===== src/hdl/aopa_pkg.sv =====
// Shared types and constants for the antithetic option payoff accumulator.
package aopa_pkg;

  localparam int SUM_WIDTH_DEF   = 64;
  localparam int COUNT_WIDTH_DEF = 32;

  localparam int DIV_DW = 64;
  localparam int DIV_SW = 32;

  localparam int CFG_IDX_W = 3;
  localparam logic [CFG_IDX_W-1:0] REG_SPOT      = 3'd0;
  localparam logic [CFG_IDX_W-1:0] REG_STRIKE    = 3'd1;
  localparam logic [CFG_IDX_W-1:0] REG_PUT       = 3'd2;
  localparam logic [CFG_IDX_W-1:0] REG_DRIFT     = 3'd3;
  localparam logic [CFG_IDX_W-1:0] REG_DIFFUSION = 3'd4;
  localparam logic [CFG_IDX_W-1:0] REG_DISCOUNT  = 3'd5;

  localparam logic [31:0] SPOT_RST      = 32'd6553600;
  localparam logic [31:0] STRIKE_RST    = 32'd6553600;
  localparam logic [31:0] DRIFT_RST     = 32'd0;
  localparam logic [30:0] DIFFUSION_RST = 31'd3355443;
  localparam logic [31:0] DISCOUNT_RST  = 32'hFFFF_FFFF;

  localparam logic [31:0] LN2_Q32      = 32'd2977044472;
  // floor(2^63 / LN2_Q32): quotient estimate for the range reduction
  localparam logic [31:0] LN2_RECIP    = 32'(64'h8000_0000_0000_0000 / 64'd2977044472);
  localparam logic [4:0]  TAYLOR_TERMS = 5'd16;

  typedef enum logic [4:0] {
    OP_NONE, OP_LOAD, OP_MUL_M, OP_SET_M, OP_MUL_N, OP_SET_QA, OP_MUL_NL,
    OP_SET_NR, OP_MUL_T, OP_TERM, OP_MUL_P, OP_PRICE, OP_NEXT_PATH,
    OP_OPT_ZERO, OP_START_Q, OP_SET_Q, OP_MUL_Q, OP_MUL_R, OP_START_R,
    OP_FINAL, OP_CLEAR
  } op_t;

  typedef struct packed {
    op_t op;
  } ctrl_cmd_t;

  typedef struct packed {
    logic div_done;
    logic pair;
    logic fin;
    logic path;
    logic k_last;
    logic count_zero;
  } dp_status_t;

endpackage


===== src/hdl/aopa_ctrl.sv =====
// Controller: sequences the datapath through paths, Taylor terms and the option price.
module aopa_ctrl (
  input  logic                 clk,
  input  logic                 rst_n,
  input  logic                 in_tvalid,
  output logic                 in_tready,
  output logic                 out_tvalid,
  input  logic                 out_tready,
  input  aopa_pkg::dp_status_t status,
  output aopa_pkg::ctrl_cmd_t  cmd
);
  import aopa_pkg::*;

  typedef enum logic [18:0] {
    S_IDLE  = 19'h00001,
    S_MZ    = 19'h00002,
    S_M     = 19'h00004,
    S_XMUL  = 19'h00008,
    S_XEST  = 19'h00010,
    S_XBACK = 19'h00020,
    S_XRED  = 19'h00040,
    S_TMUL  = 19'h00080,
    S_TDIV  = 19'h00100,
    S_PMUL  = 19'h00200,
    S_PRICE = 19'h00400,
    S_EMIT  = 19'h00800,
    S_QDIV  = 19'h01000,
    S_WQ    = 19'h02000,
    S_QMUL  = 19'h04000,
    S_RMUL  = 19'h08000,
    S_RDIV  = 19'h10000,
    S_WR    = 19'h20000,
    S_OEMIT = 19'h40000
  } state_t;

  state_t state_r, state_nxt;

  always_comb begin
    state_nxt  = state_r;
    cmd.op     = OP_NONE;
    in_tready  = 1'b0;
    out_tvalid = 1'b0;
    unique case (state_r)
      S_IDLE: begin
        in_tready = 1'b1;
        if (in_tvalid) begin
          cmd.op    = OP_LOAD;
          state_nxt = S_MZ;
        end
      end
      S_MZ:    begin cmd.op = OP_MUL_M;  state_nxt = S_M;     end
      S_M:     begin cmd.op = OP_SET_M;  state_nxt = S_XMUL;  end
      S_XMUL:  begin cmd.op = OP_MUL_N;  state_nxt = S_XEST;  end
      S_XEST:  begin cmd.op = OP_SET_QA; state_nxt = S_XBACK; end
      S_XBACK: begin cmd.op = OP_MUL_NL; state_nxt = S_XRED;  end
      S_XRED:  begin cmd.op = OP_SET_NR; state_nxt = S_TMUL;  end
      S_TMUL:  begin cmd.op = OP_MUL_T;  state_nxt = S_TDIV;  end
      S_TDIV: begin
        cmd.op    = OP_TERM;
        state_nxt = status.k_last ? S_PMUL : S_TMUL;
      end
      S_PMUL:  begin cmd.op = OP_MUL_P; state_nxt = S_PRICE; end
      S_PRICE: begin cmd.op = OP_PRICE; state_nxt = S_EMIT;  end
      S_EMIT: begin
        out_tvalid = 1'b1;
        if (out_tready) begin
          if (status.pair && !status.path) begin
            cmd.op    = OP_NEXT_PATH;
            state_nxt = S_XMUL;
          end else if (status.fin) begin
            if (status.count_zero) begin
              cmd.op    = OP_OPT_ZERO;
              state_nxt = S_OEMIT;
            end else begin
              state_nxt = S_QDIV;
            end
          end else begin
            state_nxt = S_IDLE;
          end
        end
      end
      S_QDIV: begin cmd.op = OP_START_Q; state_nxt = S_WQ; end
      S_WQ: begin
        if (status.div_done) begin
          cmd.op    = OP_SET_Q;
          state_nxt = S_QMUL;
        end
      end
      S_QMUL: begin cmd.op = OP_MUL_Q;   state_nxt = S_RMUL; end
      S_RMUL: begin cmd.op = OP_MUL_R;   state_nxt = S_RDIV; end
      S_RDIV: begin cmd.op = OP_START_R; state_nxt = S_WR;   end
      S_WR: begin
        if (status.div_done) begin
          cmd.op    = OP_FINAL;
          state_nxt = S_OEMIT;
        end
      end
      S_OEMIT: begin
        out_tvalid = 1'b1;
        if (out_tready) begin
          cmd.op    = OP_CLEAR;
          state_nxt = S_IDLE;
        end
      end
      default: state_nxt = S_IDLE;
    endcase
  end

  always_ff @(posedge clk) begin
    if (!rst_n) state_r <= S_IDLE;
    else        state_r <= state_nxt;
  end

`ifndef SYNTHESIS
  a_accept_starts: assert property (@(posedge clk) disable iff (!rst_n)
    (in_tvalid && in_tready) |=> (state_r == S_MZ))
    else $error("accepted item did not start the path sequence");

  a_no_overlap: assert property (@(posedge clk) disable iff (!rst_n)
    out_tvalid |-> !in_tready)
    else $error("input taken while a result is pending");

  a_option_ends: assert property (@(posedge clk) disable iff (!rst_n)
    (state_r == S_OEMIT && out_tready) |=> (state_r == S_IDLE))
    else $error("option price transfer did not end the item");
`endif

endmodule


===== config.mk =====
export PLATFORM = sky130hd
export DESIGN_NAME = aopa_ctrl
export DESIGN_NICKNAME = d
export VERILOG_FILES = /design/src/hdl/aopa_pkg.sv /design/src/hdl/aopa_ctrl.sv
export SDC_FILE = /design/constraint.sdc
export NUM_CORES = 1
export LEC_CHECK = 0
export BUFFER_PORTS_ARGS = -buffer_cell sky130_fd_sc_hd__buf_2
export CAP_MARGIN = 5
export CORE_MARGIN = 2
export CORE_UTILIZATION = 40
export DETAILED_ROUTE_END_ITERATION = 6
export GPL_ROUTABILITY_DRIVEN = 0
export PLACE_DENSITY_LB_ADDON = 0.2
export RECOVER_POWER = 25
export SYNTH_ARGS = -nofsm -noshare
export SYNTH_HDL_FRONTEND = slang
export SYNTH_SLANG_ARGS = --single-unit

===== constraint.sdc =====
create_clock -name clk -period 4.2 [get_ports clk]
set_clock_uncertainty 0.1 [all_clocks]
set_input_delay 0.63 -clock clk [delete_from_list [all_inputs] [get_ports clk]]
set_output_delay 0.63 -clock clk [all_outputs]
set_load 0.1 [all_outputs]

==> impl_metrics.ini, run 1 <==
[layout]
fin_nets = 188
areaGrowthSynthToFinish_pct = 12.0
final_util_pct = 46.7
seq_area_sq_um = 380
n_antenna_cell = 0
multi_input_area_sq_um = 862
largest_register = state_r
fillers = 312
final_cell_mix = nor2_1, dfxtp_1, nand2_1, buf_2
final_layout_size_suffix_gt1_share_pct = 16.9
largest_registers = state_r (19)
largest_reg_flops = 19
mostFrequentLayoutCell = nor2_1

[timing]
rsz0062_at_grt = false
setup_slack_ps = 437
period_minus_slack_ps = 3760
worst_pin_slew_ps = 792
slew_viol_final = 0
tns_ps = 0
finalSetupViolCount = 0
hold_viol = 0
fmax_mhz = 266
period_share_pct = 89.6
relSlewSlack_pct = 46.7
hold_ws_ps = 411

[pwr]
p_comb_share_pct = 34.2
intPower_mw = 0.264
clkPwrFrac_pct = 22.2
p_sw_mw = 0.177
ir_worst_vdd_mv = 0.186
switching_share_pct = 40.2
pwr-share-seq_pct = 43.7
p_per_area_mw_per_mm2 = 312
power_leakage_nw = 0.541

[yosys]
synthSimpleGateAreaFrac_pct = 50.8
synth_fa_ha_area_share_pct = 0
synth-seq-area-share_pct = 30.2
avgSynthCellArea_sq_um = 7.98
synth_xor_area_share_pct = 2.78
synth-seq-cells = 19
muxShareOfSynthArea_pct = 0
synth_compound_area_share_pct = 15.4
yosys_warnings = 0
synth_top_family_by_area = simple AND/OR/NAND/NOR gates
synthesis.area_sq_mm = 0.00126
synth.net_count = 168
synth_cell_type_count = 43
synthCells = 158

[cts]
clkSinkCount = 19
cts_buffer_depth = 2
clk_pin_slew_ps = 110
tritoncts = done
clk-insertion-delay-late_ps = 310
root_buffer = clkbuf_4
cts_resized = 0
htree_num_levels = 1
post_cts_buffers = 0
numCtsBuffers = 3
holdBufCountCts = 0

[critical_path]
r2r_start = state_r[12]$_SDFFE_PN0P_
path_class = register to output port
crit_buf_inv = 1
critPathLaunch = state_r[12]$_SDFFE_PN0P_
cpMostUsedCell = nand3_1
path_delay_family = simple AND/OR/NAND/NOR gates
cp.required_ps = 3470
crit_path_top_delay_cell = nor4_1
slowest_delay_ps = 700
end_kind = output port
cp_cell_sequence = nor4_4 -> nand3_1 -> nor4_1 -> nand3_1 -> and3_1 -> nand4_1 -> buf_2
arrival_ps = 3030
cp_max_fo = 7
startpoint_type = register

[floorplanning]
io_pins = 17
die_w_microns = 60.2
coreArea_sq_mm = 0.00303
die-area_sq_mm = 0.00362
die_h_microns = 60.2
start_util_pct = 41.7
row_count = 20

[global_routing]
grt_pass1_wl_mm = 5.79
grt_pass1_vias = 1241
track_usage_pct = 21.5
grt_max_degree = 12
gr-total-overflow = 0
antenna_found_initial = 0

[min_path]
hold_path.class = input port to register
hp-start = status[0]

[drt]
via_count = 1347
routed_wl_mm = 3.55
first_iter_violations = 97
wl_per_cell_microns = 16.1
avgViaCountPerCell = 6.10
remaining_drc_errors = 0
ant_nets = 0
firstDrtPassIters = 4

[place]
place_hpwl_mm = 2.79
dpl_worst_slack_ps = 881
port-buffer-count = 16

[run_status]
status = finished clean

[flow_run]
maxCapViolations = 0
==> final cells by class <==
cell class                      instances  share of cell area [%]
Multi-Input combinational cell        136                    61.0
Timing Repair Buffer                   16                    5.67
Sequential cell                        19                    26.9
Tap cell                               44                    3.90
Clock buffer                            3                    1.59
Inverter                                2                   0.531
Clock inverter                          1                   0.354
==> final timing paths <==
kind,endpoint,slack [ps],cells after the start
max,cmd[1],440,7
max reg2reg,state_r[0]$_SDFFE_PN1P_,1530,6
min reg2reg,state_r[6]$_SDFFE_PN0P_,480,2
min,state_r[12]$_SDFFE_PN0P_,410,2
==> per-layer routing <==
metal	vias to the layer above	share of wire, %	GRT usage, %
met1	633	44	28.6
met3	11	7.4	3.68
met2	64	47	33.9
li1	639	-	-
met4	0	2.1	9.84
met5	-	0	0
==> stage by stage <==
stage	cell area, sq um	power [mW]	cells
2_1_floorplan	1260	0.315	158
3_3_place_gp	1390	0.344	217
3_5_place_dp	1390	0.346	217
4_1_cts	1420	0.440	221
5_1_grt	1410	0.457	221
6_report	1410	0.441	221
==> synth_stat cells (all sizes together) <==
| cell | instances | share of area [%] |
|---|---|---|
| or3 | 7 | 3.5 |
| o21ai | 3 | 1.2 |
| nor3b | 1 | 0.60 |
| nor2 | 26 | 7.7 |
| and3 | 4 | 2.0 |
| and3b | 1 | 0.69 |
| nor2b | 2 | 0.99 |
| or3b | 1 | 0.69 |
| o32a | 1 | 0.79 |
| or2 | 1 | 0.50 |
| nand2b | 3 | 1.5 |
| dfxtp | 19 | 30 |
| and2 | 1 | 0.69 |
| a2111oi | 2 | 1.4 |
| nand3 | 10 | 4.0 |
| nor4bb | 2 | 1.6 |
| and4 | 1 | 0.69 |
| o21ba | 1 | 0.79 |
| a221o | 1 | 0.79 |
| o21a | 2 | 1.2 |
| nand4b | 1 | 0.69 |
| nand2 | 19 | 6.2 |
| nor4b | 3 | 2.1 |
| nor3 | 5 | 2.0 |
| inv | 2 | 0.60 |
| buf | 1 | 0.30 |
| nand3b | 2 | 1.2 |
| o22ai | 2 | 0.99 |
| or4b | 1 | 0.79 |
| or4 | 2 | 1.5 |
| o311ai | 1 | 0.69 |
| nand4 | 6 | 3.5 |
| a41oi | 2 | 2.0 |
| o211ai | 1 | 0.60 |
| nor4 | 6 | 7.7 |
| o2111a | 1 | 0.99 |
| a21oi | 10 | 4.0 |
| xnor2 | 4 | 2.8 |
==> cell families after synthesis <==
logic type	Yosys count
simple gates	105
compound gates	27
flops	19
xor+xnor	4
buf+inv	3
==> worst reg2reg max path, delay by kind of cell (launching register included) <==
kind,cells,cell delay [ps]
AND/OR/NAND/NOR,3,1430
AO/OA/AOI/OAI,3,660
flip-flops,1,380
==> power by group through the flow <==
stage,clock network (mW),registers [mW],logic [mW]
after global routing,0.103,0.194,0.160
after detailed placement,0,0.197,0.149
after CTS,0.0974,0.192,0.150
after floorplan,0,0.195,0.119
after global placement,0,0.196,0.148
final,0.0976,0.192,0.151
Power figures use the tool's default switching activity.
==> run 2, diff against run 1 <==
--- a/config.mk
+++ b/config.mk
@@ -7,6 +7,7 @@
 export LEC_CHECK = 0
 export BUFFER_PORTS_ARGS = -buffer_cell sky130_fd_sc_hd__buf_2
 export CAP_MARGIN = 5
+export CORE_ASPECT_RATIO = 0.9
 export CORE_MARGIN = 2
 export CORE_UTILIZATION = 40
 export DETAILED_ROUTE_END_ITERATION = 6
==> impl_metrics.ini, run 2 (synthesized netlist as in run 1, its figures left out) <==
[timing]
finalSetupViolCount = 0
hold_viol = 0
tns_ps = 0
fmax_mhz = 269
relSlewSlack_pct = 46.3
worst_pin_slew_ps = 798
rsz0062_at_grt = false
period_minus_slack_ps = 3720
period_share_pct = 88.7
slew_viol_final = 0

[drt]
wl_per_cell_microns = 15.3
top_layer = met4
avgViaCountPerCell = 5.75
ant_nets = 0
wl_met1_mm = 1.59
firstDrtPassIters = 4
dr_wl_met3_microns = 262
wl_met2_mm = 1.44
remaining_drc_errors = 0
via_count = 1259
routed_wl_mm = 3.35
first_iter_violations = 81

[layout]
largest_register = state_r
fin_nets = 188
areaGrowthSynthToFinish_pct = 11.7
fillers = 336
fin_cells = 219
largest_registers = state_r (19)
final_layout_size_suffix_gt1_share_pct = 16.4
mostFrequentLayoutCell = nor2_1
n_antenna_cell = 0
final_cell_mix = nor2_1, dfxtp_1, nand2_1, buf_2
largest_reg_flops = 19

[global_routing]
gr-total-overflow = 0
track_usage_pct = 19.7
grt_pass1_vias = 1151
antenna_found_initial = 0
grt_pass1_wl_mm = 5.49
grt_max_degree = 11

[critical_path]
crit_path_top_delay_cell = nor4_1
end_kind = output port
arrival_ps = 2990
cpMostUsedCell = nand3_1
cp.required_ps = 3470
slowest_delay_ps = 700
r2r_start = state_r[12]$_SDFFE_PN0P_
r2r_setup_slack_ps = 1550
rr_worst_depth = 6
cp_max_fo = 7
r2r-end = state_r[0]$_SDFFE_PN1P_
cp_cell_sequence = nor4_4 -> nand3_1 -> nor4_1 -> nand3_1 -> and3_1 -> nand4_1 -> buf_2
path_class = register to output port
startpoint_type = register

[cts]
cts_buffer_depth = 2
clkSinkCount = 19
post_cts_buffers = 0
clk_pin_slew_ps = 110
tritoncts = done
numCtsBuffers = 3
cts_resized = 0
holdBufCountCts = 0
root_buffer = clkbuf_4
clk-insertion-delay-late_ps = 310
htree_num_levels = 1

[min_path]
hp-start = status[0]
hold_path.class = input port to register
min_to = state_r[12]$_SDFFE_PN0P_
whs_path_depth = 2

[pwr]
intPower_mw = 0.265
pwr-share-seq_pct = 43.7
p_sw_mw = 0.175
power_leakage_nw = 0.538
clkPwrFrac_pct = 22.4
p_per_area_mw_per_mm2 = 312
ir_worst_vdd_mv = 0.227
p_comb_share_pct = 33.9
switching_share_pct = 39.7

[run_status]
status = finished clean

[floorplanning]
die_h_microns = 57.3
start_util_pct = 41.4
coreArea_sq_mm = 0.00304
row_count = 19
io_pins = 17
die_w_microns = 63.2
die-area_sq_mm = 0.00362

[place]
placedCellCount = 215
port-buffer-count = 16
place_hpwl_mm = 2.71

[flow_run]
maxCapViolations = 0
==> run 2: cell count changes in the layout (fill, tap and decap cells not counted) <==
cell | before | now
clkbuf_1 | 0 | 1
clkinv_2 | 1 | 0
==> run 2: power groups by stage <==
stage	sequential, mW	clock [mW]	combinational (mW)
6_report	0.192	0.0984	0.149
5_1_grt	0.193	0.108	0.159
4_1_cts	0.192	0.0988	0.149
3_5_place_dp	0.196	0	0.149
3_3_place_gp	0.196	0	0.148
2_1_floorplan	0.195	0	0.119
==> run 2: worst max-delay path by stage <==
stage / endpoint / start / slack, ps / cells past startpoint
finish: cmd[1] / state_r[12]$_SDFFE_PN0P_ / 480 / 7
global route: cmd[0] / state_r[5]$_SDFFE_PN0P_ / 270 / 7
global placement: cmd[1] / state_r[1]$_SDFFE_PN0P_ / 890 / 7
floorplan: cmd[0] / state_r[5]$_SDFFE_PN0P_ / 30 / 6
detailed placement: cmd[0] / state_r[5]$_SDFFE_PN0P_ / 840 / 7
CTS: cmd[0] / state_r[5]$_SDFFE_PN0P_ / 490 / 7
==> run 2: layout make-up <==
class | instances | area, sq um | area share (%)
Multi-Input combinational cell | 136 | 862 | 61.2
Sequential cell | 19 | 380 | 27.0
Timing Repair Buffer | 16 | 80.1 | 5.68
Tap cell | 42 | 52.6 | 3.73
Clock buffer | 4 | 26.3 | 1.87
Inverter | 2 | 7.51 | 0.533
==> run 2: critical path, delay by kind of cell, from the launching register on <==
kind | cells | cell delay (ps)
simple gates | 6 | 1860
buf+inv | 1 | 430
flops | 1 | 380
==> run 2: layer usage <==
| layer | track usage (%) | up-vias |
|---|---|---|
| met3 | 5.52 | 6 |
| met5 | 0 | - |
| li1 | - | 635 |
| met1 | 26.9 | 571 |
| met4 | 6.21 | 0 |
| met2 | 30.5 | 47 |
==> run 2: per-stage QoR <==
stage                     total power, mW  util (%)  hold slack, ps  setup WS [ps]  cell area [sq um]
final                               0.440      46.3             401            476               1410
after global routing                0.460      46.3             407            266               1410
after CTS                           0.441      46.5             406            493               1420
after floorplan                     0.315         -             400           27.1               1260
after detailed placement            0.346      45.7             452            840               1390
after global placement              0.344      45.7             442            889               1390
